[config.mk]
export PLATFORM = sky130hd
export DESIGN_NAME = vfd_refresh_blink_scroll_timer_top_flat
export DESIGN_NICKNAME = d
export VERILOG_FILES = /design/src/hw/rtl/vrbs_pkg.sv /design/src/hw/rtl/vrbs_item_if.sv /design/src/hw/rtl/vrbs_result_if.sv /design/src/hw/rtl/vfd_refresh_blink_scroll_timer_top.sv /design/src/hw/rtl/vrbs_cfg.sv /design/src/hw/rtl/vrbs_core.sv /design/src/flat_wrapper.sv
export SDC_FILE = /design/constraint.sdc
export NUM_CORES = 1
export LEC_CHECK = 0
export BUFFER_PORTS_ARGS = -buffer_cell sky130_fd_sc_hd__buf_4
export CAP_MARGIN = 30
export CORE_ASPECT_RATIO = 2
export CORE_UTILIZATION = 55
export DETAILED_ROUTE_END_ITERATION = 12
export GPL_ROUTABILITY_DRIVEN = 0
export PLACE_DENSITY = 0.76
export SYNTH_ARGS = -nofsm -noshare
export SYNTH_HDL_FRONTEND = slang
export SYNTH_SLANG_ARGS = --single-unit
[constraint.sdc]
create_clock -name clk -period 11 [get_ports clk]
set_clock_uncertainty 0.05 [all_clocks]
set_input_delay 1.1 -clock clk [delete_from_list [all_inputs] [get_ports clk]]
set_output_delay 1.1 -clock clk [all_outputs]
set_load 0.05 [all_outputs]
[src/hw/rtl/vrbs_pkg.sv]
package vrbs_pkg;

	localparam int FUNC_W     = 3;
	localparam int DIGIT_W    = 4;
	localparam int BRIGHT_W   = 4;
	localparam int PERIOD_W   = 16;
	localparam int SLEN_W     = 5;
	localparam int FLASH_W    = 8;
	localparam int PWM_W      = 8;
	localparam int BLINK_W    = 10;
	localparam int CFG_IDX_W  = 2;
	localparam int CFG_DATA_W = 16;

	localparam int TICKS_PER_MS_DEF     = 4;
	localparam int POLL_MS_DEF          = 18;
	localparam int MAX_SCROLL_CHARS_DEF = 25;

	localparam logic [DIGIT_W-1:0]  TICK_DIV_RST  = 4'd8;
	localparam logic [DIGIT_W-1:0]  SLOTS_RST     = 4'd8;
	localparam logic [BRIGHT_W-1:0] BRIGHT_RST    = 4'd10;
	localparam logic [PERIOD_W-1:0] PERIOD_RST    = 16'd300;
	localparam logic [BRIGHT_W-1:0] BRIGHT_MAX    = 4'd10;
	localparam logic [PWM_W-1:0]    BRIGHT_STEP   = 8'd25;

	localparam logic [PWM_W-1:0]    PWM_DIM       = 8'd185;
	localparam logic [PWM_W-1:0]    PWM_OFF       = 8'd255;
	localparam logic [BLINK_W-1:0]  BLINK_SLOW    = 10'd1000;
	localparam logic [BLINK_W-1:0]  BLINK_FAST_ON = 10'd550;
	localparam logic [BLINK_W-1:0]  BLINK_FAST_OFF = 10'd450;

	typedef enum logic [FUNC_W-1:0] {
		FN_TICK   = 3'd0,
		FN_BLINK  = 3'd1,
		FN_SCROLL = 3'd2,
		FN_STOP   = 3'd3,
		FN_FLASH  = 3'd4
	} func_t;

	typedef enum logic [CFG_IDX_W-1:0] {
		CFG_TICK_DIV = 2'd0,
		CFG_SLOTS    = 2'd1,
		CFG_BRIGHT   = 2'd2,
		CFG_PERIOD   = 2'd3
	} cfg_idx_t;

	typedef struct packed {
		logic [FUNC_W-1:0]  func;
		logic               blink_enable;
		logic               alarming;
		logic [SLEN_W-1:0]  scroll_length;
		logic [FLASH_W-1:0] flash_ms;
		logic               mark_received;
		logic               display_enable;
	} item_t;

	typedef struct packed {
		logic               digit_strobe;
		logic [DIGIT_W-1:0] digit_index;
		logic               ms_pulse;
		logic               poll_pulse;
		logic [PWM_W-1:0]   pwm_compare;
		logic               blink_lit;
		logic [SLEN_W-1:0]  scroll_position;
		logic               scroll_active;
		logic               flash_active;
		logic               received_mark;
	} res_t;

	typedef struct packed {
		logic [DIGIT_W-1:0]  tick_divider;
		logic [DIGIT_W-1:0]  digit_slots;
		logic [BRIGHT_W-1:0] brightness;
		logic [PERIOD_W-1:0] scroll_period;
		logic                bright_wr;
	} cfg_t;

	function automatic logic [PWM_W-1:0] bright_compare(input logic [BRIGHT_W-1:0] b);
		logic [BRIGHT_W-1:0] bs;
		bs = (b > BRIGHT_MAX) ? BRIGHT_MAX : b;
		return PWM_W'(BRIGHT_MAX - bs) * BRIGHT_STEP;
	endfunction

endpackage

[src/hw/rtl/vrbs_item_if.sv]
interface vrbs_item_if;
	logic                         valid;
	logic                         ready;
	logic [vrbs_pkg::FUNC_W-1:0]  func;
	logic                         blink_enable;
	logic                         alarming;
	logic [vrbs_pkg::SLEN_W-1:0]  scroll_length;
	logic [vrbs_pkg::FLASH_W-1:0] flash_ms;
	logic                         mark_received;
	logic                         display_enable;

	modport source (output valid, func, blink_enable, alarming, scroll_length, flash_ms,
		mark_received, display_enable, input ready);
	modport sink (input valid, func, blink_enable, alarming, scroll_length, flash_ms,
		mark_received, display_enable, output ready);
endinterface

[src/hw/rtl/vrbs_result_if.sv]
interface vrbs_result_if;
	logic                         valid;
	logic                         ready;
	logic                         digit_strobe;
	logic [vrbs_pkg::DIGIT_W-1:0] digit_index;
	logic                         ms_pulse;
	logic                         poll_pulse;
	logic [vrbs_pkg::PWM_W-1:0]   pwm_compare;
	logic                         blink_lit;
	logic [vrbs_pkg::SLEN_W-1:0]  scroll_position;
	logic                         scroll_active;
	logic                         flash_active;
	logic                         received_mark;

	modport source (output valid, digit_strobe, digit_index, ms_pulse, poll_pulse,
		pwm_compare, blink_lit, scroll_position, scroll_active, flash_active,
		received_mark, input ready);
	modport sink (input valid, digit_strobe, digit_index, ms_pulse, poll_pulse,
		pwm_compare, blink_lit, scroll_position, scroll_active, flash_active,
		received_mark, output ready);
endinterface

[src/hw/rtl/vfd_refresh_blink_scroll_timer_top.sv]
// channel  | dir | handshake     | word
// item     | in  | valid / ready | func, blink_enable, alarming, scroll_length, flash_ms,
//          |     |               | mark_received, display_enable
// result   | out | valid / ready | digit_strobe, digit_index, ms_pulse, poll_pulse,
//          |     |               | pwm_compare, blink_lit, scroll_position, scroll_active,
//          |     |               | flash_active, received_mark
// cfg      | in  | cfg_we        | cfg_idx, cfg_wdata
//
// one word per cycle unless the result stalls; a result is valid once its word has passed
// the input register, then the state update into the result register
// arst_n clears all timer state and loads the register reset values
// a stalled result holds the input register; item.ready drops only when both are full
module vfd_refresh_blink_scroll_timer_top #(
	parameter int TICKS_PER_MS     = vrbs_pkg::TICKS_PER_MS_DEF,
	parameter int POLL_MS          = vrbs_pkg::POLL_MS_DEF,
	parameter int MAX_SCROLL_CHARS = vrbs_pkg::MAX_SCROLL_CHARS_DEF
) (
	input  logic                            clk,
	input  logic                            arst_n,
	input  logic                            cfg_we,
	input  logic [vrbs_pkg::CFG_IDX_W-1:0]  cfg_idx,
	input  logic [vrbs_pkg::CFG_DATA_W-1:0] cfg_wdata,
	vrbs_item_if.sink                       item,
	vrbs_result_if.source                   result
);
	import vrbs_pkg::*;

	item_t it_s1;
	logic  valid_s1;
	res_t  res_next, res_s2;
	logic  valid_s2;
	logic  out_free, adv;
	cfg_t  cfg;

	assign out_free   = !valid_s2 || result.ready;
	assign adv        = valid_s1 && out_free;
	assign item.ready = !valid_s1 || out_free;

	always_ff @(posedge clk or negedge arst_n) begin
		if (!arst_n) begin
			valid_s1 <= 1'b0;
		end else if (item.valid && item.ready) begin
			valid_s1 <= 1'b1;
		end else if (adv) begin
			valid_s1 <= 1'b0;
		end
	end

	always_ff @(posedge clk) begin
		if (item.valid && item.ready) begin
			it_s1.func           <= item.func;
			it_s1.blink_enable   <= item.blink_enable;
			it_s1.alarming       <= item.alarming;
			it_s1.scroll_length  <= item.scroll_length;
			it_s1.flash_ms       <= item.flash_ms;
			it_s1.mark_received  <= item.mark_received;
			it_s1.display_enable <= item.display_enable;
		end
	end

	vrbs_cfg u_cfg (
		.clk       (clk),
		.arst_n    (arst_n),
		.cfg_we    (cfg_we),
		.cfg_idx   (cfg_idx),
		.cfg_wdata (cfg_wdata),
		.cfg       (cfg)
	);

	vrbs_core #(
		.TICKS_PER_MS     (TICKS_PER_MS),
		.POLL_MS          (POLL_MS),
		.MAX_SCROLL_CHARS (MAX_SCROLL_CHARS)
	) u_core (
		.clk    (clk),
		.arst_n (arst_n),
		.en     (adv),
		.it     (it_s1),
		.cfg    (cfg),
		.res    (res_next)
	);

	always_ff @(posedge clk or negedge arst_n) begin
		if (!arst_n) begin
			valid_s2 <= 1'b0;
		end else if (adv) begin
			valid_s2 <= 1'b1;
		end else if (result.ready) begin
			valid_s2 <= 1'b0;
		end
	end

	always_ff @(posedge clk) begin
		if (adv) begin
			res_s2 <= res_next;
		end
	end

	assign result.valid           = valid_s2;
	assign result.digit_strobe    = res_s2.digit_strobe;
	assign result.digit_index     = res_s2.digit_index;
	assign result.ms_pulse        = res_s2.ms_pulse;
	assign result.poll_pulse      = res_s2.poll_pulse;
	assign result.pwm_compare     = res_s2.pwm_compare;
	assign result.blink_lit       = res_s2.blink_lit;
	assign result.scroll_position = res_s2.scroll_position;
	assign result.scroll_active   = res_s2.scroll_active;
	assign result.flash_active    = res_s2.flash_active;
	assign result.received_mark   = res_s2.received_mark;

endmodule

[src/hw/rtl/vrbs_cfg.sv]
module vrbs_cfg (
	input  logic                              clk,
	input  logic                              arst_n,
	input  logic                              cfg_we,
	input  logic [vrbs_pkg::CFG_IDX_W-1:0]    cfg_idx,
	input  logic [vrbs_pkg::CFG_DATA_W-1:0]   cfg_wdata,
	output vrbs_pkg::cfg_t                    cfg
);
	import vrbs_pkg::*;

	logic [DIGIT_W-1:0]  tick_div_q;
	logic [DIGIT_W-1:0]  slots_q;
	logic [BRIGHT_W-1:0] bright_q;
	logic [PERIOD_W-1:0] period_q;

	always_ff @(posedge clk or negedge arst_n) begin
		if (!arst_n) begin
			tick_div_q <= TICK_DIV_RST;
			slots_q    <= SLOTS_RST;
			bright_q   <= BRIGHT_RST;
			period_q   <= PERIOD_RST;
		end else if (cfg_we) begin
			unique case (cfg_idx_t'(cfg_idx))
				CFG_TICK_DIV: tick_div_q <= cfg_wdata[DIGIT_W-1:0];
				CFG_SLOTS:    slots_q    <= cfg_wdata[DIGIT_W-1:0];
				CFG_BRIGHT:   bright_q   <= cfg_wdata[BRIGHT_W-1:0];
				CFG_PERIOD:   period_q   <= cfg_wdata[PERIOD_W-1:0];
			endcase
		end
	end

	always_comb begin
		cfg.tick_divider  = tick_div_q;
		cfg.digit_slots   = slots_q;
		cfg.brightness    = bright_q;
		cfg.scroll_period = period_q;
		cfg.bright_wr     = cfg_we && (cfg_idx_t'(cfg_idx) == CFG_BRIGHT);
	end

endmodule

[src/hw/rtl/vrbs_core.sv]
module vrbs_core #(
	parameter int TICKS_PER_MS     = vrbs_pkg::TICKS_PER_MS_DEF,
	parameter int POLL_MS          = vrbs_pkg::POLL_MS_DEF,
	parameter int MAX_SCROLL_CHARS = vrbs_pkg::MAX_SCROLL_CHARS_DEF
) (
	input  logic            clk,
	input  logic            arst_n,
	input  logic            en,
	input  vrbs_pkg::item_t it,
	input  vrbs_pkg::cfg_t  cfg,
	output vrbs_pkg::res_t  res
);
	import vrbs_pkg::*;

	localparam int PS_W = (TICKS_PER_MS > 1) ? $clog2(TICKS_PER_MS) : 1;
	localparam int PL_W = (POLL_MS > 1) ? $clog2(POLL_MS) : 1;
	localparam logic [PS_W-1:0]   PS_LAST    = PS_W'(TICKS_PER_MS - 1);
	localparam logic [PL_W-1:0]   PL_LAST    = PL_W'(POLL_MS - 1);
	localparam logic [SLEN_W-1:0] SCROLL_CAP = SLEN_W'(MAX_SCROLL_CHARS + 1);

	logic [DIGIT_W-1:0]  tick_q, tick_n, tick_inc;
	logic [DIGIT_W-1:0]  digit_q, digit_n, digit_inc;
	logic [PS_W-1:0]     ps_q, ps_n;
	logic                active_q, active_n;
	logic                lit_q, lit_n;
	logic                slow_q, slow_n;
	logic                dim_q, dim_n;
	logic                off_q, off_n;
	logic [BLINK_W-1:0]  bcnt_q, bcnt_n, bcnt_inc, blimit;
	logic [PL_W-1:0]     poll_q, poll_n;
	logic [FLASH_W-1:0]  flash_q, flash_n;
	logic                recv_q, recv_n;
	logic                son_q, son_n;
	logic [SLEN_W-1:0]   soff_q, soff_n, soff_inc;
	logic [PERIOD_W-1:0] swait_q, swait_n;
	logic [SLEN_W-1:0]   send_q, send_n;
	logic                strobe, msp, poll;
	logic [DIGIT_W-1:0]  idx;

	always_ff @(posedge clk or negedge arst_n) begin
		if (!arst_n) begin
			tick_q   <= '0;
			digit_q  <= '0;
			ps_q     <= '0;
			active_q <= 1'b0;
			lit_q    <= 1'b0;
			slow_q   <= 1'b0;
			dim_q    <= 1'b0;
			off_q    <= 1'b0;
			bcnt_q   <= '0;
			poll_q   <= '0;
			flash_q  <= '0;
			recv_q   <= 1'b0;
			son_q    <= 1'b0;
			soff_q   <= '0;
			swait_q  <= '0;
			send_q   <= '0;
		end else begin
			tick_q   <= tick_n;
			digit_q  <= digit_n;
			ps_q     <= ps_n;
			active_q <= active_n;
			lit_q    <= lit_n;
			slow_q   <= slow_n;
			dim_q    <= dim_n;
			off_q    <= off_n;
			bcnt_q   <= bcnt_n;
			poll_q   <= poll_n;
			flash_q  <= flash_n;
			recv_q   <= recv_n;
			son_q    <= son_n;
			soff_q   <= soff_n;
			swait_q  <= swait_n;
			send_q   <= send_n;
		end
	end

	always_comb begin
		tick_n   = tick_q;
		digit_n  = digit_q;
		ps_n     = ps_q;
		active_n = active_q;
		lit_n    = lit_q;
		slow_n   = slow_q;
		dim_n    = dim_q;
		off_n    = off_q;
		bcnt_n   = bcnt_q;
		poll_n   = poll_q;
		flash_n  = flash_q;
		recv_n   = recv_q;
		son_n    = son_q;
		soff_n   = soff_q;
		swait_n  = swait_q;
		send_n   = send_q;
		strobe   = 1'b0;
		msp      = 1'b0;
		poll     = 1'b0;
		idx      = '0;
		tick_inc  = tick_q + 1'b1;
		digit_inc = digit_q + 1'b1;
		bcnt_inc  = bcnt_q + 1'b1;
		soff_inc  = soff_q + 1'b1;
		blimit    = slow_q ? BLINK_SLOW : (lit_q ? BLINK_FAST_ON : BLINK_FAST_OFF);

		if (en) begin
			unique case (func_t'(it.func))
				FN_TICK: begin
					if (tick_inc == cfg.tick_divider) begin
						tick_n = '0;
						if (it.display_enable) begin
							strobe  = 1'b1;
							idx     = digit_q;
							digit_n = (digit_inc == cfg.digit_slots) ? '0 : digit_inc;
						end
					end else begin
						tick_n = tick_inc;
					end
					if (ps_q == PS_LAST) begin
						ps_n = '0;
						msp  = 1'b1;
						// blink generator
						if (active_q) begin
							if (bcnt_inc >= blimit) begin
								bcnt_n = '0;
								lit_n  = !lit_q;
								off_n  = lit_q;
								if (lit_q) begin
									dim_n = it.alarming;
								end
							end else begin
								bcnt_n = bcnt_inc;
							end
						end
						// button poll
						if (poll_q == PL_LAST) begin
							poll_n = '0;
							poll   = 1'b1;
						end else begin
							poll_n = poll_q + 1'b1;
						end
						// flash countdown
						if (flash_q != '0) begin
							flash_n = flash_q - 1'b1;
							if (flash_q == FLASH_W'(1)) begin
								recv_n = 1'b0;
							end
						end
						// scroll stepper
						if (son_q) begin
							if (swait_q != '0) begin
								swait_n = swait_q - 1'b1;
							end else begin
								soff_n  = soff_inc;
								swait_n = cfg.scroll_period;
								if (soff_inc >= send_q) begin
									son_n = 1'b0;
								end
							end
						end
					end else begin
						ps_n = ps_q + 1'b1;
					end
				end
				FN_BLINK: begin
					active_n = it.blink_enable;
					slow_n   = it.alarming;
					if (!it.blink_enable) begin
						lit_n = 1'b1;
						off_n = 1'b0;
					end
				end
				FN_SCROLL: begin
					send_n  = (it.scroll_length > SCROLL_CAP) ? SCROLL_CAP : it.scroll_length;
					soff_n  = '0;
					swait_n = cfg.scroll_period;
					son_n   = 1'b1;
				end
				FN_STOP: begin
					son_n = 1'b0;
				end
				FN_FLASH: begin
					flash_n = it.flash_ms;
					if (it.mark_received) begin
						recv_n = 1'b1;
					end
				end
				default: begin
				end
			endcase
		end

		if (cfg.bright_wr) begin
			off_n = 1'b0;
		end

		res.digit_strobe    = strobe;
		res.digit_index     = idx;
		res.ms_pulse        = msp;
		res.poll_pulse      = poll;
		res.pwm_compare     = off_n ? (dim_n ? PWM_DIM : PWM_OFF) : bright_compare(cfg.brightness);
		res.blink_lit       = lit_n;
		res.scroll_position = soff_n;
		res.scroll_active   = son_n;
		res.flash_active    = (flash_n != '0);
		res.received_mark   = recv_n;
	end

endmodule
[src/flat_wrapper.sv]
// flat-port wrapper written by rule: the top's interface ports become plain ports
module vfd_refresh_blink_scroll_timer_top_flat import vrbs_pkg::*;
#(
	parameter int TICKS_PER_MS     = vrbs_pkg::TICKS_PER_MS_DEF,
	parameter int POLL_MS          = vrbs_pkg::POLL_MS_DEF,
	parameter int MAX_SCROLL_CHARS = vrbs_pkg::MAX_SCROLL_CHARS_DEF
)
  (clk, arst_n, cfg_we, cfg_idx, cfg_wdata, item_valid, item_func, item_blink_enable, item_alarming, item_scroll_length, item_flash_ms, item_mark_received, item_display_enable, item_ready, result_valid, result_digit_strobe, result_digit_index, result_ms_pulse, result_poll_pulse, result_pwm_compare, result_blink_lit, result_scroll_position, result_scroll_active, result_flash_active, result_received_mark, result_ready);
  vrbs_item_if item_i ();
  vrbs_result_if result_i ();
  input  logic clk;
  input  logic arst_n;
  input  logic cfg_we;
  input  logic [vrbs_pkg::CFG_IDX_W-1:0] cfg_idx;
  input  logic [vrbs_pkg::CFG_DATA_W-1:0] cfg_wdata;
  input wire logic [$bits(item_i.valid)-1:0] item_valid;
  input wire logic [$bits(item_i.func)-1:0] item_func;
  input wire logic [$bits(item_i.blink_enable)-1:0] item_blink_enable;
  input wire logic [$bits(item_i.alarming)-1:0] item_alarming;
  input wire logic [$bits(item_i.scroll_length)-1:0] item_scroll_length;
  input wire logic [$bits(item_i.flash_ms)-1:0] item_flash_ms;
  input wire logic [$bits(item_i.mark_received)-1:0] item_mark_received;
  input wire logic [$bits(item_i.display_enable)-1:0] item_display_enable;
  output wire logic [$bits(item_i.ready)-1:0] item_ready;
  output wire logic [$bits(result_i.valid)-1:0] result_valid;
  output wire logic [$bits(result_i.digit_strobe)-1:0] result_digit_strobe;
  output wire logic [$bits(result_i.digit_index)-1:0] result_digit_index;
  output wire logic [$bits(result_i.ms_pulse)-1:0] result_ms_pulse;
  output wire logic [$bits(result_i.poll_pulse)-1:0] result_poll_pulse;
  output wire logic [$bits(result_i.pwm_compare)-1:0] result_pwm_compare;
  output wire logic [$bits(result_i.blink_lit)-1:0] result_blink_lit;
  output wire logic [$bits(result_i.scroll_position)-1:0] result_scroll_position;
  output wire logic [$bits(result_i.scroll_active)-1:0] result_scroll_active;
  output wire logic [$bits(result_i.flash_active)-1:0] result_flash_active;
  output wire logic [$bits(result_i.received_mark)-1:0] result_received_mark;
  input wire logic [$bits(result_i.ready)-1:0] result_ready;
  assign item_i.valid = item_valid;
  assign item_i.func = item_func;
  assign item_i.blink_enable = item_blink_enable;
  assign item_i.alarming = item_alarming;
  assign item_i.scroll_length = item_scroll_length;
  assign item_i.flash_ms = item_flash_ms;
  assign item_i.mark_received = item_mark_received;
  assign item_i.display_enable = item_display_enable;
  assign item_ready = item_i.ready;
  assign result_valid = result_i.valid;
  assign result_digit_strobe = result_i.digit_strobe;
  assign result_digit_index = result_i.digit_index;
  assign result_ms_pulse = result_i.ms_pulse;
  assign result_poll_pulse = result_i.poll_pulse;
  assign result_pwm_compare = result_i.pwm_compare;
  assign result_blink_lit = result_i.blink_lit;
  assign result_scroll_position = result_i.scroll_position;
  assign result_scroll_active = result_i.scroll_active;
  assign result_flash_active = result_i.flash_active;
  assign result_received_mark = result_i.received_mark;
  assign result_i.ready = result_ready;
  vfd_refresh_blink_scroll_timer_top #(.TICKS_PER_MS(TICKS_PER_MS), .POLL_MS(POLL_MS), .MAX_SCROLL_CHARS(MAX_SCROLL_CHARS)) u_core (.clk(clk), .arst_n(arst_n), .cfg_we(cfg_we), .cfg_idx(cfg_idx), .cfg_wdata(cfg_wdata), .item(item_i), .result(result_i));
endmodule
# Yosys cells after proc, flatten, opt, wreduce, memory -nomap -nowiden
# Cells that the tools add are included.
# word_totals
regBits	140
latchBits	0
ram_bits	0
mem_bits_ro	0
in_bits	43
output_inout_bits	26
elab_cells	159
mem_count	0
# op_classes
add_sub_neg	9
multipliers	1
div	0
n_lt_le_gt_ge	4
n_eq_ne	14
n_shift	0
mux	62
bitwise_logic	0
n_reduce_logical	30
# op_table
operator	n
16-bit two-way mux	3
1-bit two-way mux	34
8-bit two-way mux	4
16-bit one-hot mux with 2 select lines	1
10-bit two-way mux	3
5-bit two-way mux	6
2-bit AND reduction	9
8-bit one-hot mux with 2 select lines	1
16-bit nonzero test	1
8-bit nonzero test	2
16-bit by 1-bit subtractor with 16-bit output (second input constant)	1
4-bit two-way mux	3
4-bit AND reduction	3
10-bit by 1-bit adder with 10-bit output (second input constant)	1
5-bit by 1-bit adder with 5-bit output (second input constant)	2
10-bit >= comparator	1
5-bit one-hot mux with 2 select lines	1
4-bit by 1-bit adder with 4-bit output (second input constant)	2
4-bit == test	2
8-bit by 1-bit == test with 1-bit output (second input constant)	1
5-bit by 6-bit multiplier with 8-bit output (second input constant)	1
8-bit by 1-bit subtractor with 8-bit output (second input constant)	1
7-bit two-way mux	1
2-bit == test (second input constant)	3
other kinds (21)	33

# Longest topological paths before layout
# Gate-level depths: netlist (run 1).
# depth
ltp_word	10
mapped_depth	15
mapped_depth_nobuf	14

# Cells and area by module
# A second synthesis (run 1) with hierarchy kept.
# unflattened
cells_unflattened	669
area_unflattened_um2	7375.8
# modules_own_cells
module	instances	cells_per_inst	area_per_inst_um2	seq_area_each_um2
vrbs_core	1	555	4827.1	1651.6
vfd_refresh_blink_scroll_timer_top	1	52	1425.1	1371.3
vrbs_cfg	1	62	1123.6	710.7

# Least setup slack after synthesis (run 1)
# No wires, ideal clock.
# synth_path
path_type	register to register
startpoint	reg u_core.u_cfg.bright_q[3]
endpoint	reg u_core.res_s2, in the netlist u_core.result.pwm_compare[7] (data pin)
setup_time_ns	0.256
arrival_time_ns	3.250
required_time_ns	10.694
setup_slack_ns	7.444
path_stages_with_launch	13
path_buffers	0
synth_period_minus_slack_ns	3.556
cell_sequence	dfstp_2 -> o21ai_0 -> and2_1 -> ha_1 -> xnor2_1 -> fa_1 -> ha_1 -> ha_1 -> fa_1 -> xnor2_1 -> xnor2_1 -> xnor2_1 -> nand2b_1
# synth_via
elab_chain_cells	5
# synth_rtl
item	line	rtl
start: declaration	vrbs_cfg.sv:13	logic [BRIGHT_W-1:0] bright_q;
start signal: assignment	vrbs_cfg.sv:26	CFG_BRIGHT: bright_q <= cfg_wdata[BRIGHT_W-1:0];
4-bit greater-than comparator	vrbs_pkg.sv:79	bs = (b > BRIGHT_MAX) ? BRIGHT_MAX : b;
4-bit two-way mux *	vrbs_pkg.sv:79	
4-bit by 4-bit subtractor with 5-bit output *	vrbs_pkg.sv:80	return PWM_W'(BRIGHT_MAX - bs) * BRIGHT_STEP;
5-bit by 6-bit multiplier with 8-bit output *	vrbs_pkg.sv:80	
8-bit two-way mux *	vrbs_core.sv:200	res.pwm_compare = off_n ? (dim_n ? PWM_DIM : PWM_OFF) : bright_compare(cfg.brightness);
end signal: assignment	vfd_refresh_blink_scroll_timer_top.sv:95	res_s2 <= res_next;
end: declaration	vfd_refresh_blink_scroll_timer_top.sv:30	res_t res_next, res_s2;
# Every way passes the cells marked *; elsewhere a longest branch is shown, timed or not.
# A chain may end at the register's enable or synchronous reset.

==> key figures, run 1 <==
Run status
  – Outcome: finished clean

Clock tree
  – Clock sink count: 140
  – H-tree levels: 4
  – Number of hold buffers added after cts: 0
  – Clock Latency Late Sink: roughly 0.42 ns
  – CTS tree: built
  – Clock transition at the registers of the reported paths: 0.06 ns
  – Post-CTS Resized: 0
  – Postcts setup bufs: 0
  – Num CTS Buffers: 17
  – CTS Root Cell: clkbuf_16
  – Clock tree buffer depth: 2

Layout
  – Area Growth Syn to Fin: 17.7%
  – Commonest non-fill, non-tap cells in the layout: 88 x dfrtp_1, 72 x buf_4, 53 x nand2_1
  – ANT cells: 0
  – Final nets: slightly below 800
  – Layout cells sized above 1: 0.226
  – Design Area, Final: 8390 sq um
  – Most common cell after layout, fill and taps aside: dfrtp_1
  – Layout fillers: 965

Logic synthesis
  – Ys flop type: dfrtp_1
  – Syn Inst Count: 638
  – Yosys cell types: 68
  – Synth warn: 0
  – Post-Synthesis Cell Area: 7130 sq um
  – Net count after synthesis: 716
  – EDFF count, synth: between 40 and 50
  – Yosys reg bits: 140
  – Sequential area share after synthesis: 0.524
  – Mean Syn Cell Area: 11.2 sq um
  – Post-synth ARST share: 0.686

STA
  – Worst-margin pin slew: 0.866 ns
  – Rel. slew slack: 0.418
  – Final-report hold violation count: 0
  – Pins Over Slew Limit: 0
  – Period minus WS final: 3.90 ns
  – Unrepaired setup endpoints after global routing: false
  – Maximum clock frequency: 256 MHz
  – Final setup vio count: 0
  – Crit share post-route: 0.355
  – TNS Setup: 0 ns

Route
  – Drt pass-1 iters: 5
  – DR WL/cell: around 18 um
  – Antenna Violating Nets Remaining: 0
  – DR vias: 5,347
  – Via density: 6.11
  – Iteration-0 DRC Markers: 309
  – Drt total wl: 16,100 um
  – Remaining DRCs: 0

GRT
  – GRT Resource Usage Total: 0.261
  – Global-route wire length before repair: 26,200 um
  – GRT overflow: 0
  – Largest net degree at the start of global routing: 64
  – Vias in the first global route: 5,522
  – Initial antenna violation count: 0

Placed design
  – I/O Buffers: 68
  – Area post-placement: 7790 sq um
  – Dpl hpwl: about 12,000 um

Power and ir drop
  – Power density over the cells: 208 nW/um^2
  – Sw Share: 0.313
  – Reg power frac: 0.417
  – Combinational Power Share: 0.252
  – Peak supply drop: 147 uV
  – P_sw: about 550 uW
  – P_int: 1200 uW
  – Clock share of power: 0.330
  – Leakage power: 0.00364 uW

Worst setup path
  – Max FO, Critical Path: 12
  – FF-to-FF Start: u_core.u_core.bcnt_q[2]
  – Reg-to-reg setup timing slack: 7.10 ns
  – Startpoint Class: flip-flop
  – R2r endpoint: u_core.result.pwm_compare[6]
  – Register-to-Register Path Depth: 13
  – Setup CP Type: flip-flop to flip-flop
  – CP arrival: 4.02 ns
  – Worst Path Required: 11.12 ns
  – Critical Path End Type: flip-flop

Floorplan
  – Row count: 58
  – I/O Pins: 69
  – Die area: 13,500 sq um
  – Initial Util: 0.565
  – Die Wd: 82.5 um
  – Die Height: 163 um
  – Core Region: 12,600 sq um

Hold path
  – Hold EP: u_core.u_core.ps_q[1]
  – Worst min-delay path class: flip-flop to flip-flop
  – Min-delay src: u_core.u_core.ps_q[1]
  – Hold path cells: 2

Run
  – Max-cap violation count: 0
cell type report:
| cell class | count | area [sq um] | area share |
|---|---|---|---|
| clock inverter | 12 | 145 | 0.0173 |
| timing repair buffer | 73 | 556 | 0.0662 |
| tap | 150 | 188 | 0.0224 |
| sequential | 140 | 3730 | 0.445 |
| multi-input combinational | 455 | 3220 | 0.384 |
| inverter | 25 | 93.8 | 0.0112 |
| clock buffer | 20 | 457 | 0.0544 |
flip-flops by register name (all words and copies together), names as in the netlist, 2 cells and up:
register	cells
u_core.u_cfg.period_q	16
u_core.u_core.send_q	5
u_core.u_cfg.tick_div_q	4
u_core.u_cfg.slots_q	4
u_core.result.scroll_position	5
u_core.u_core.flash_q	8
u_core.u_core.tick_q	4
u_core.u_core.soff_q	5
u_core.u_cfg.bright_q	4
u_core.u_core.bcnt_q	10
u_core.result.digit_index	4
u_core.result.pwm_compare	8
u_core.u_core.ps_q	2
u_core.it_s1	20
u_core.u_core.poll_q	5
u_core.u_core.swait_q	16
u_core.u_core.digit_q	4
power groups by stage:
stage               logic (uW)  clock network (uW)  registers (uW)
finish                     441                 577             729
global route               491                 606             742
CTS                        443                 584             727
detailed placement         437                   0             734
global placement           416                   0             728
floorplan                  275                   0             764
cell usage after synthesis (15+ instances only):
| library cell | instances | area (sq um) |
|---|---|---|
| xnor2_1 | 20 | 175 |
| edfxtp_1 | 44 | 1320 |
| nand2b_1 | 15 | 93.8 |
| nor3_1 | 20 | 100 |
| nor2_1 | 32 | 120 |
| ha_1 | 33 | 413 |
| a21oi_1 | 35 | 175 |
| nand2_1 | 53 | 199 |
| nand3_1 | 16 | 80.1 |
| o21ai_0 | 43 | 215 |
| inv_1 | 25 | 93.8 |
| dfrtp_1 | 88 | 2200 |
| mux2_2 | 34 | 383 |
worst max-delay path, stage by stage (launching register included):
cell	delay, ns
dfrtp_1	0.45
and3_1	0.21
and3_1	0.21
and3_1	0.20
and3_1	0.19
xnor2_1	0.19
inv_1	0.07
ha_1	0.34
o211ai_1	0.14
a21oi_1	0.18
a22o_1	0.41
nand3_1	0.24
o22ai_2	0.38
mux2_2	0.39
routing by layer:
metal / global-route usage / wire length (um) / up-vias
met3: 0.0536 / 563 / 44
met2: 0.482 / 9180 / 158
met4: 0.114 / 495 / 0
met1: 0.275 / 5910 / 2659
met5: 0 / 0 / -
li1: - / - / 2486
cells by family (layout without fill, tap and decap cells):
group	Yosys count	after routing	synth area share
flops	140	140	0.524
simple gates	202	202	0.157
mux	38	38	0.0593
compound gates	146	146	0.130
xor+xnor	34	34	0.0418
buf+inv	43	130	0.0249
fa+ha+maj	35	35	0.0635
worst max path at each step:
stage | startpoint | end | slack, ns | cells past startpoint
after floorplan | u_core.u_cfg.bright_q[3] | u_core.result.pwm_compare[7] | 7.44 | 12
after global placement | u_core.u_cfg.bright_q[3] | u_core.result.pwm_compare[7] | 7.34 | 12
after detailed placement | u_core.u_core.bcnt_q[2] | u_core.result.pwm_compare[6] | 7.18 | 13
after CTS | u_core.u_core.bcnt_q[2] | u_core.result.pwm_compare[6] | 7.14 | 13
after global routing | u_core.u_core.bcnt_q[2] | u_core.result.pwm_compare[6] | 6.95 | 13
final | u_core.u_core.bcnt_q[2] | u_core.result.pwm_compare[6] | 7.10 | 13
per-stage QoR:
| step | power [uW] | instances | utilization | setup WS [ns] | hold WS, ns |
|---|---|---|---|---|---|
| CTS | 1750 | 875 | 0.665 | 7.14 | 0.434 |
| global route | 1840 | 875 | 0.665 | 6.95 | 0.463 |
| detailed placement | 1170 | 843 | 0.617 | 7.18 | 0.420 |
| global placement | 1140 | 842 | 0.616 | 7.34 | 0.413 |
| finish | 1750 | 875 | 0.665 | 7.10 | 0.437 |
| floorplan | 1040 | 638 | - | 7.44 | 0.400 |
(Power assumes the default switching activity.)
==> run 2: changes to the inputs <==
==> constraint.sdc (replaced) <==
create_clock -name clk -period 3.8 [get_ports clk]
set_clock_uncertainty 0.05 [all_clocks]
set_input_delay 0.38 -clock clk [delete_from_list [all_inputs] [get_ports clk]]
set_output_delay 0.38 -clock clk [all_outputs]
set_load 0.05 [all_outputs]
==> key figures, run 2 (synthesis results as in run 1) <==
Worst setup path
  – Register-to-Register Path Depth: 12 (-1)
  – Critical Path End Type: flip-flop
  – R2r endpoint: u_core.result.pwm_compare[7]
  – Startpoint Class: flip-flop
  – Max FO, Critical Path: 6 (-6)
  – CP bufs+invs: 0 (-1)
  – Family with the most delay on the worst path: adder cells
  – Worst path max stage delay: 0.57 ns (+0.12 ns)
  – CP arrival: 3.76 ns (-0.26 ns)
  – FF-to-FF Start: u_core.u_cfg.bright_q[1]
  – Critical-path top delay cell: dfstp_2
  – Worst Path Required: 3.91 ns (-7.21 ns)
  – Reg-to-reg setup timing slack: 0.15 ns (-6.95 ns)
  – Setup CP Type: flip-flop to flip-flop
  – Crit-path cells: o21ai_0 > and2_1 > ha_2 > xnor2_4 > fa_1 > ha_1 > ha_1 > fa_2 > xnor2_2 > xnor2_2 > xnor2_1 > nand2b_1

GRT
  – Global-route wire length before repair: 26,700 um (+1.8%)
  – Largest net degree at the start of global routing: 49 (-23%)
  – GRT Resource Usage Total: 0.266 (+0.00488)
  – Initial antenna violation count: 0 (unchanged)
  – Vias in the first global route: 5,718 (+3.5%)
  – GRT overflow: 0 (unchanged)

Run status
  – Outcome: finished clean

STA
  – Worst-margin pin slew: 0.945 ns (+0.0789 ns)
  – Pins Over Slew Limit: 0 (unchanged)
  – Rel. slew slack: 0.365 (-0.0530)
  – Worst hold margin: 0.0811 ns (-0.355 ns)
  – Maximum clock frequency: 274 MHz (+6.9%)
  – Final setup vio count: 0 (unchanged)
  – Period minus WS final: 3.65 ns (-0.253 ns)
  – Crit share post-route: 0.961 (+0.606)
  – Final-report hold violation count: 0 (unchanged)

Placed design
  – I/O Buffers: 68 (unchanged)
  – Dpl hpwl: 12,000 um (+4.0%)
  – Area post-placement: 7830 sq um (+0.48%)

Floorplan
  – I/O Pins: 69 (unchanged)
  – Row count: 58 (unchanged)
  – Initial Util: 0.565 (unchanged)
  – Core Region: 12,600 sq um (unchanged)
  – Die Wd: 82.5 um (unchanged)
  – Die area: 13,500 sq um (unchanged)
  – Die Height: 163 um (unchanged)

Layout
  – Top flop regs: u_core.it_s1 x20, u_core.u_cfg.period_q x16, u_core.u_core.swait_q x16
  – Largest register by flop count: u_core.it_s1
  – Final nets: 798 (+1.0%)
  – Commonest non-fill, non-tap cells in the layout: 88 x dfrtp_1, 79 x buf_4, 52 x nand2_1
  – Layout fillers: 930 (-3.6%)
  – Max reg flops: 20 (unchanged)
  – ANT cells: 0 (unchanged)
  – Design Area, Final: 8510 sq um (+1.4%)
  – Layout cells sized above 1: 0.243 (+0.0170)
  – Most common cell after layout, fill and taps aside: dfrtp_1
  – Area Growth Syn to Fin: 19.4%

Hold path
  – Hold EP: u_core.it_s1[5]
  – Min-delay src: item_flash_ms[3]
  – Hold path cells: 1 (-1)
  – Worst min-delay path class: primary input to flip-flop

Clock tree
  – H-tree levels: 4 (unchanged)
  – CTS tree: built
  – CTS Root Cell: clkbuf_16
  – Num CTS Buffers: 17 (unchanged)
  – Clock sink count: 140 (unchanged)
  – Clock Latency Late Sink: 0.42 ns (about the same)
  – Clock transition at the registers of the reported paths: 0.06 ns (about the same)
  – Clock tree buffer depth: 2 (unchanged)

Power and ir drop
  – Power density over the cells: 607 nW/um^2 (+190%)
  – Peak supply drop: 395 uV (+170%)
  – Total chip power: 5170 uW (+200%)
  – Leakage power: 0.00370 uW (+1.6%)

Route
  – DR WL/cell: 18.9 um (+2.2%)
  – DR vias: 5,447 (+1.9%)
  – Via density: 6.18 (+1.1%)
  – Drt pass-1 iters: 5 (unchanged)
  – Remaining DRCs: 0 (unchanged)
  – Drt total wl: 16,600 um (+3.0%)
  – Iteration-0 DRC Markers: 308 (-0.32%)
  – Antenna Violating Nets Remaining: 0 (unchanged)

Run
  – Max-cap violation count: 0 (unchanged)
==> run 2: changes by cell type in the layout (fill, tap and decap cells not counted), sizes merged <==
cell	before	now
buf	73	80
dlygate4sd3	0	1
bufinv	3	4
clkbuf	20	18
==> run 2: area by class of cell <==
class	instances	area, sq um	area share
clock buffer	18	439	0.0516
clock inverter	13	174	0.0204
inverter	25	93.8	0.0110
multi-input combinational	455	3270	0.384
sequential	140	3730	0.439
tap	150	188	0.0220
timing repair buffer	81	618	0.0726
==> run 2: timing repair <==
| item | 4_1_cts | 5_1_grt |
|---|---|---|
| setup buffers | 0 | 2 |
| hold buffers | 1 | 0 |
| setup endpoints to repair | 1 | 8 |
| hold endpoints to repair | 44 | 0 |
| pin swaps | 0 | 4 |
| gates resized for setup | 1 | 8 |
==> run 2: worst max path at each step <==
stage,startpoint,end,cells after the start
floorplan,u_core.u_cfg.bright_q[3],u_core.result.pwm_compare[7],12
detailed placement,u_core.u_cfg.bright_q[3],u_core.result.pwm_compare[7],12
global route,u_core.u_cfg.bright_q[1],u_core.result.pwm_compare[7],12
finish,u_core.u_cfg.bright_q[1],u_core.result.pwm_compare[7],12
global placement,u_core.u_cfg.bright_q[3],u_core.result.pwm_compare[7],12
CTS,u_core.u_cfg.bright_q[3],u_core.result.pwm_compare[7],12
==> run 2: routing by layer <==
| layer | vias to the layer above | global-route usage | part of all wire |
|---|---|---|---|
| met1 | 2708 | 0.264 | 0.35 |
| met2 | 179 | 0.496 | 0.58 |
| met3 | 48 | 0.0430 | 0.036 |
| li1 | 2512 | - | - |
| met5 | - | 0 | 0 |
| met4 | 0 | 0.156 | 0.037 |
==> run 2: stage by stage <==
step | cells | TNS, ns | setup slack, ns | util
5_1_grt | 882 | -0.0329 | -0.0329 | 0.674
2_1_floorplan | 638 | 0 | 0.244 | -
3_5_place_dp | 848 | -0.0240 | -0.0240 | 0.620
6_report | 882 | 0 | 0.150 | 0.674
3_3_place_gp | 847 | 0 | 0.105 | 0.619
4_1_cts | 880 | 0 | 0.0431 | 0.670
==> run 2: power by group <==
group	switching [uW]	leakage [uW]	internal (uW)
registers	247	0.00162	1870
clock network	622	0.000294	1100
logic	753	0.00178	581
==> run 2: worst register-to-register path, stage by stage (launching register included) <==
cell and delay, ns:
dfstp_2 0.57, o21ai_0 0.09, and2_1 0.20, ha_2 0.24, xnor2_4 0.19, fa_1 0.44, ha_1 0.30, ha_1 0.32
fa_2 0.42, xnor2_2 0.23, xnor2_2 0.15, xnor2_1 0.14, nand2b_1 0.07
==> run 3: changes to the inputs <==
--- a/config.mk
+++ b/config.mk
@@ -12,6 +12,8 @@
 export DETAILED_ROUTE_END_ITERATION = 12
 export GPL_ROUTABILITY_DRIVEN = 0
 export PLACE_DENSITY = 0.76
+export REMOVE_ABC_BUFFERS = 1
 export SYNTH_ARGS = -nofsm -noshare
 export SYNTH_HDL_FRONTEND = slang
+export SYNTH_HIERARCHICAL = 1
 export SYNTH_SLANG_ARGS = --single-unit
==> key figures, run 3 <==
Run status
  – Outcome: finished, violations left
  – Failing checks: design-rule violations

Logic synthesis
  – Mux share of post-synthesis cell area: 0.0607 (+0.00143)
  – Post-Synthesis Cell Area: 7380 sq um (+3.4%)
  – Top cells by count, synth: 88 x dfrtp_1, 61 x o21ai_0, 60 x nand2_1
  – Synth warn: 6 (+6)
  – Syn Inst Count: 669 (+4.9%)
  – Yosys cell types: 71 (+4.4%)
  – Top-count cell post-synth: dfrtp_1
  – Ys flop type: dfrtp_1
  – Post-synthesis compound-gate area fraction: 0.140 (+0.0106)
  – Yosys reg bits: 140 (unchanged)
  – Share of Yosys cell area claimed by the top area cell type: 0.299 (-0.0102)
  – Simple-gate area share of the yosys netlist: 0.153 (-0.00384)
  – EDFF count, synth: 44 (unchanged)
  – Post-synth top area cell: dfrtp_1
  – Top cells by area, synth: dfrtp_1 30%, edfxtp_1 18%, ha_1 5.6%
  – Largest family of logic cells by synthesized area: simple AND/OR/NAND/NOR gates
  – Post-Synth Adder-Cell Area: 0.0614 (-0.00210)
  – Post-synth ARST share: 0.686 (unchanged)
  – Mean Syn Cell Area: 11.0 sq um (-1.4%)
  – XOR/XNOR Fraction of Synth Area: 0.0414 (-0.000363)
  – Sequential area share after synthesis: 0.506 (-0.0173)

Placed design
  – I/O Buffers: 68 (unchanged)
  – Area post-placement: 7990 sq um (+2.0%)
  – Dpl hpwl: 11,700 um (-2.4%)
  – Pre-CTS WS: -0.0575 ns (-0.0334 ns)

Layout
  – Area Growth Syn to Fin: 16.9%
  – Design Area, Final: 8620 sq um (+1.2%)
  – Most common cell after layout, fill and taps aside: dfrtp_1
  – ANT cells: 0 (unchanged)
  – Max reg flops: 20 (unchanged)
  – Top flop regs: u_core/it_s1 x20, u_core/u_cfg/period_q x16, u_core/u_core/swait_q x16
  – Largest register by flop count: u_core/it_s1
  – Area of the multi-input gates: 3390 sq um (+3.8%)
  – Final nets: 820 (+2.8%)
  – Layout fillers: 961 (+3.3%)
  – Register area: 3730 sq um (unchanged)
  – Commonest non-fill, non-tap cells in the layout: 88 x dfrtp_1, 79 x buf_4, 61 x o21ai_0
  – Layout cells sized above 1: 0.225 (-0.0180)

Route
  – DR WL/cell: 18.0 um (-4.6%)
  – Antenna Violating Nets Remaining: 0 (unchanged)
  – Drt pass-1 iters: 9 (+4)
  – Iteration-0 DRC Markers: 349 (+13%)
  – Drt total wl: 16,300 um (-1.9%)
  – DR vias: 5,556 (+2.0%)
  – Via density: 6.13 (-0.81%)
  – Remaining DRCs: 6 (+6)

GRT
  – Initial antenna violation count: 0 (unchanged)
  – GRT Resource Usage Total: 0.247 (-0.0193)
  – Global-route wire length before repair: 27,000 um (+1.1%)
  – Vias in the first global route: 5,695 (-0.40%)
  – GRT overflow: 0 (unchanged)
  – Largest net degree at the start of global routing: 42 (-14%)

STA
  – Final-report hold violation count: 0 (unchanged)
  – Worst-margin pin slew: 0.778 ns (-0.167 ns)
  – Rel. slew slack: 0.476 (+0.111)
  – Final setup vio count: 0 (unchanged)
  – Maximum clock frequency: 270 MHz (-1.5%)
  – Period minus WS final: 3.71 ns (+0.0559 ns)
  – Pins Over Slew Limit: 0 (unchanged)
  – Crit share post-route: 0.975 (+0.0147)
  – Final setup margin: 0.0938 ns (-0.0559 ns)

Worst setup path
  – Register-to-Register Path Depth: 13 (+1)
  – Most frequent CP cell: ha_1
  – Family with the most delay on the worst path: adder cells
  – Crit-path cells: o21ai_0 > and2_1 > ha_1 > xnor2_2 > fa_1 > ha_1 > ha_1 > inv_1 > fa_2 > xnor2_2 > xnor2_1 > xnor2_1 > nand2_1
  – Critical Path End Type: flip-flop
  – CP bufs+invs: 1 (+1)
  – Reg-to-reg setup timing slack: 0.09 ns (-0.06 ns)
  – Setup CP Type: flip-flop to flip-flop
  – Worst Path Required: 3.92 ns (about the same)
  – Max FO, Critical Path: 6 (unchanged)
  – Worst path max stage delay: 0.57 ns (about the same)
  – Critical-path top delay cell: dfstp_2
  – R2r endpoint: u_core/result.pwm_compare[7]
  – Startpoint Class: flip-flop
  – FF-to-FF Start: u_core/u_cfg/bright_q[1]
  – CP arrival: 3.82 ns (+0.06 ns)

Floorplan
  – Die Wd: 83.9 um (+1.7%)
  – Core Region: 13,100 sq um (+3.5%)
  – Die area: 13,900 sq um (+3.4%)
  – Initial Util: 0.564 (about the same)
  – Die Height: 166 um (+1.7%)
  – Row count: 59 (+1.7%)
  – I/O Pins: 69 (unchanged)

Hold path
  – Hold path cells: 1 (unchanged)
  – Worst min-delay path class: primary input to flip-flop
  – Min-delay src: item_flash_ms[6]
  – Hold EP: u_core/it_s1[8]

Power and ir drop
  – Power density over the cells: 599 nW/um^2 (-1.3%)
  – Leakage power: 0.00386 uW (+4.6%)
  – Peak supply drop: 320 uV (-19%)

Clock tree
  – CTS Root Cell: clkbuf_16
  – CTS tree: built
  – Clock sink count: 140 (unchanged)
  – Clock tree buffer depth: 2 (unchanged)
  – H-tree levels: 4 (unchanged)
  – Num CTS Buffers: 17 (unchanged)
  – Clock transition at the registers of the reported paths: 0.06 ns (about the same)
  – Clock Latency Late Sink: 0.41 ns (about the same)

Run
  – Max-cap violation count: 0 (unchanged)
-- run 3: cell types whose count changed after synthesis, moves of 5 or more --
cell | before | now
xor2_1 | 14 | 9
nor2b_1 | 1 | 9
mux2_2 | 34 | 22
o2bb2ai_1 | 5 | 0
nand2_1 | 53 | 60
mux2_4 | 0 | 10
o211ai_1 | 1 | 6
o21ai_0 | 43 | 61
buf_4 | 2 | 7
-- run 3: per-stage QoR --
stage	power, uW	std cells	util	TNS (ns)	hold slack, ns
2_1_floorplan	3070	643	-	0	0.0344
3_3_place_gp	3390	873	0.611	0	0.306
3_5_place_dp	3490	873	0.611	-0.0575	0.310
4_1_cts	5170	906	0.658	0	0.0738
5_1_grt	5420	907	0.660	-0.0203	0.0674
6_report	5170	907	0.660	0	0.0884
-- run 3: logic make-up after synthesis --
group / count (synthesis)
and+or+nand+nor: 206
AOI/OAI and AO/OA: 167
DFF: 140
buffers and inverters: 54
muxes: 37
adders and majority gates: 35
xor gates and xnor gates: 30
-- run 3: worst max-delay path by stage --
stage | slack, ns | from | cells after the start | end
6_report | 0.09 | u_core/u_cfg/bright_q[1] | 13 | u_core/result.pwm_compare[7]
3_3_place_gp | 0.17 | u_core/u_cfg/bright_q[3] | 13 | u_core/result.pwm_compare[7]
2_1_floorplan | 0.26 | u_core/u_cfg/bright_q[3] | 13 | u_core/result.pwm_compare[7]
4_1_cts | 0.01 | u_core/u_cfg/bright_q[3] | 14 | u_core/result.pwm_compare[7]
3_5_place_dp | -0.06 | u_core/u_cfg/bright_q[3] | 13 | u_core/result.pwm_compare[7]
5_1_grt | -0.02 | u_core/u_cfg/bright_q[1] | 14 | u_core/result.pwm_compare[7]
-- run 3: worst reg2reg max path, stage by stage (launching register included) --
cell     delay (ns)
dfstp_2        0.57
o21ai_0        0.08
and2_1         0.20
ha_1           0.25
xnor2_2        0.25
fa_1           0.45
ha_1           0.32
ha_1           0.29
inv_1          0.06
fa_2           0.41
xnor2_2        0.15
xnor2_1        0.19
xnor2_1        0.14
nand2_1        0.06
-- run 3: layer usage --
metal / vias to the layer above / global-route usage / routed length (um)
met3: 62 / 0.0517 / 622
met2: 191 / 0.449 / 9100
met4: 0 / 0.126 / 632
li1: 2575 / - / -
met1: 2728 / 0.266 / 5970
met5: - / 0 / 0
-- run 3: timing repair --
| action | in CTS | in global routing |
|---|---|---|
| gates resized for setup | 1 | 3 |
| hold buffers | 1 | 0 |
| endpoints found under the hold margin | 29 | 0 |
| buffers inserted | 0 | 1 |
| endpoints found under the setup margin | 1 | 1 |
-- run 3: final cells by class --
cell class / count / area share
clock buffer: 20 / 0.0518
clock inverter: 12 / 0.0171
inverter: 28 / 0.0122
multi-input combinational: 475 / 0.394
sequential: 140 / 0.433
tap: 152 / 0.0221
timing repair buffer: 80 / 0.0700
-- run 3: where the power goes --
group	leakage [uW]	internal, uW	switching [uW]
combinational	0.00197	598	780
clock	0.000291	1050	616
sequential	0.00160	1880	249
total	0.00386	3520	1650
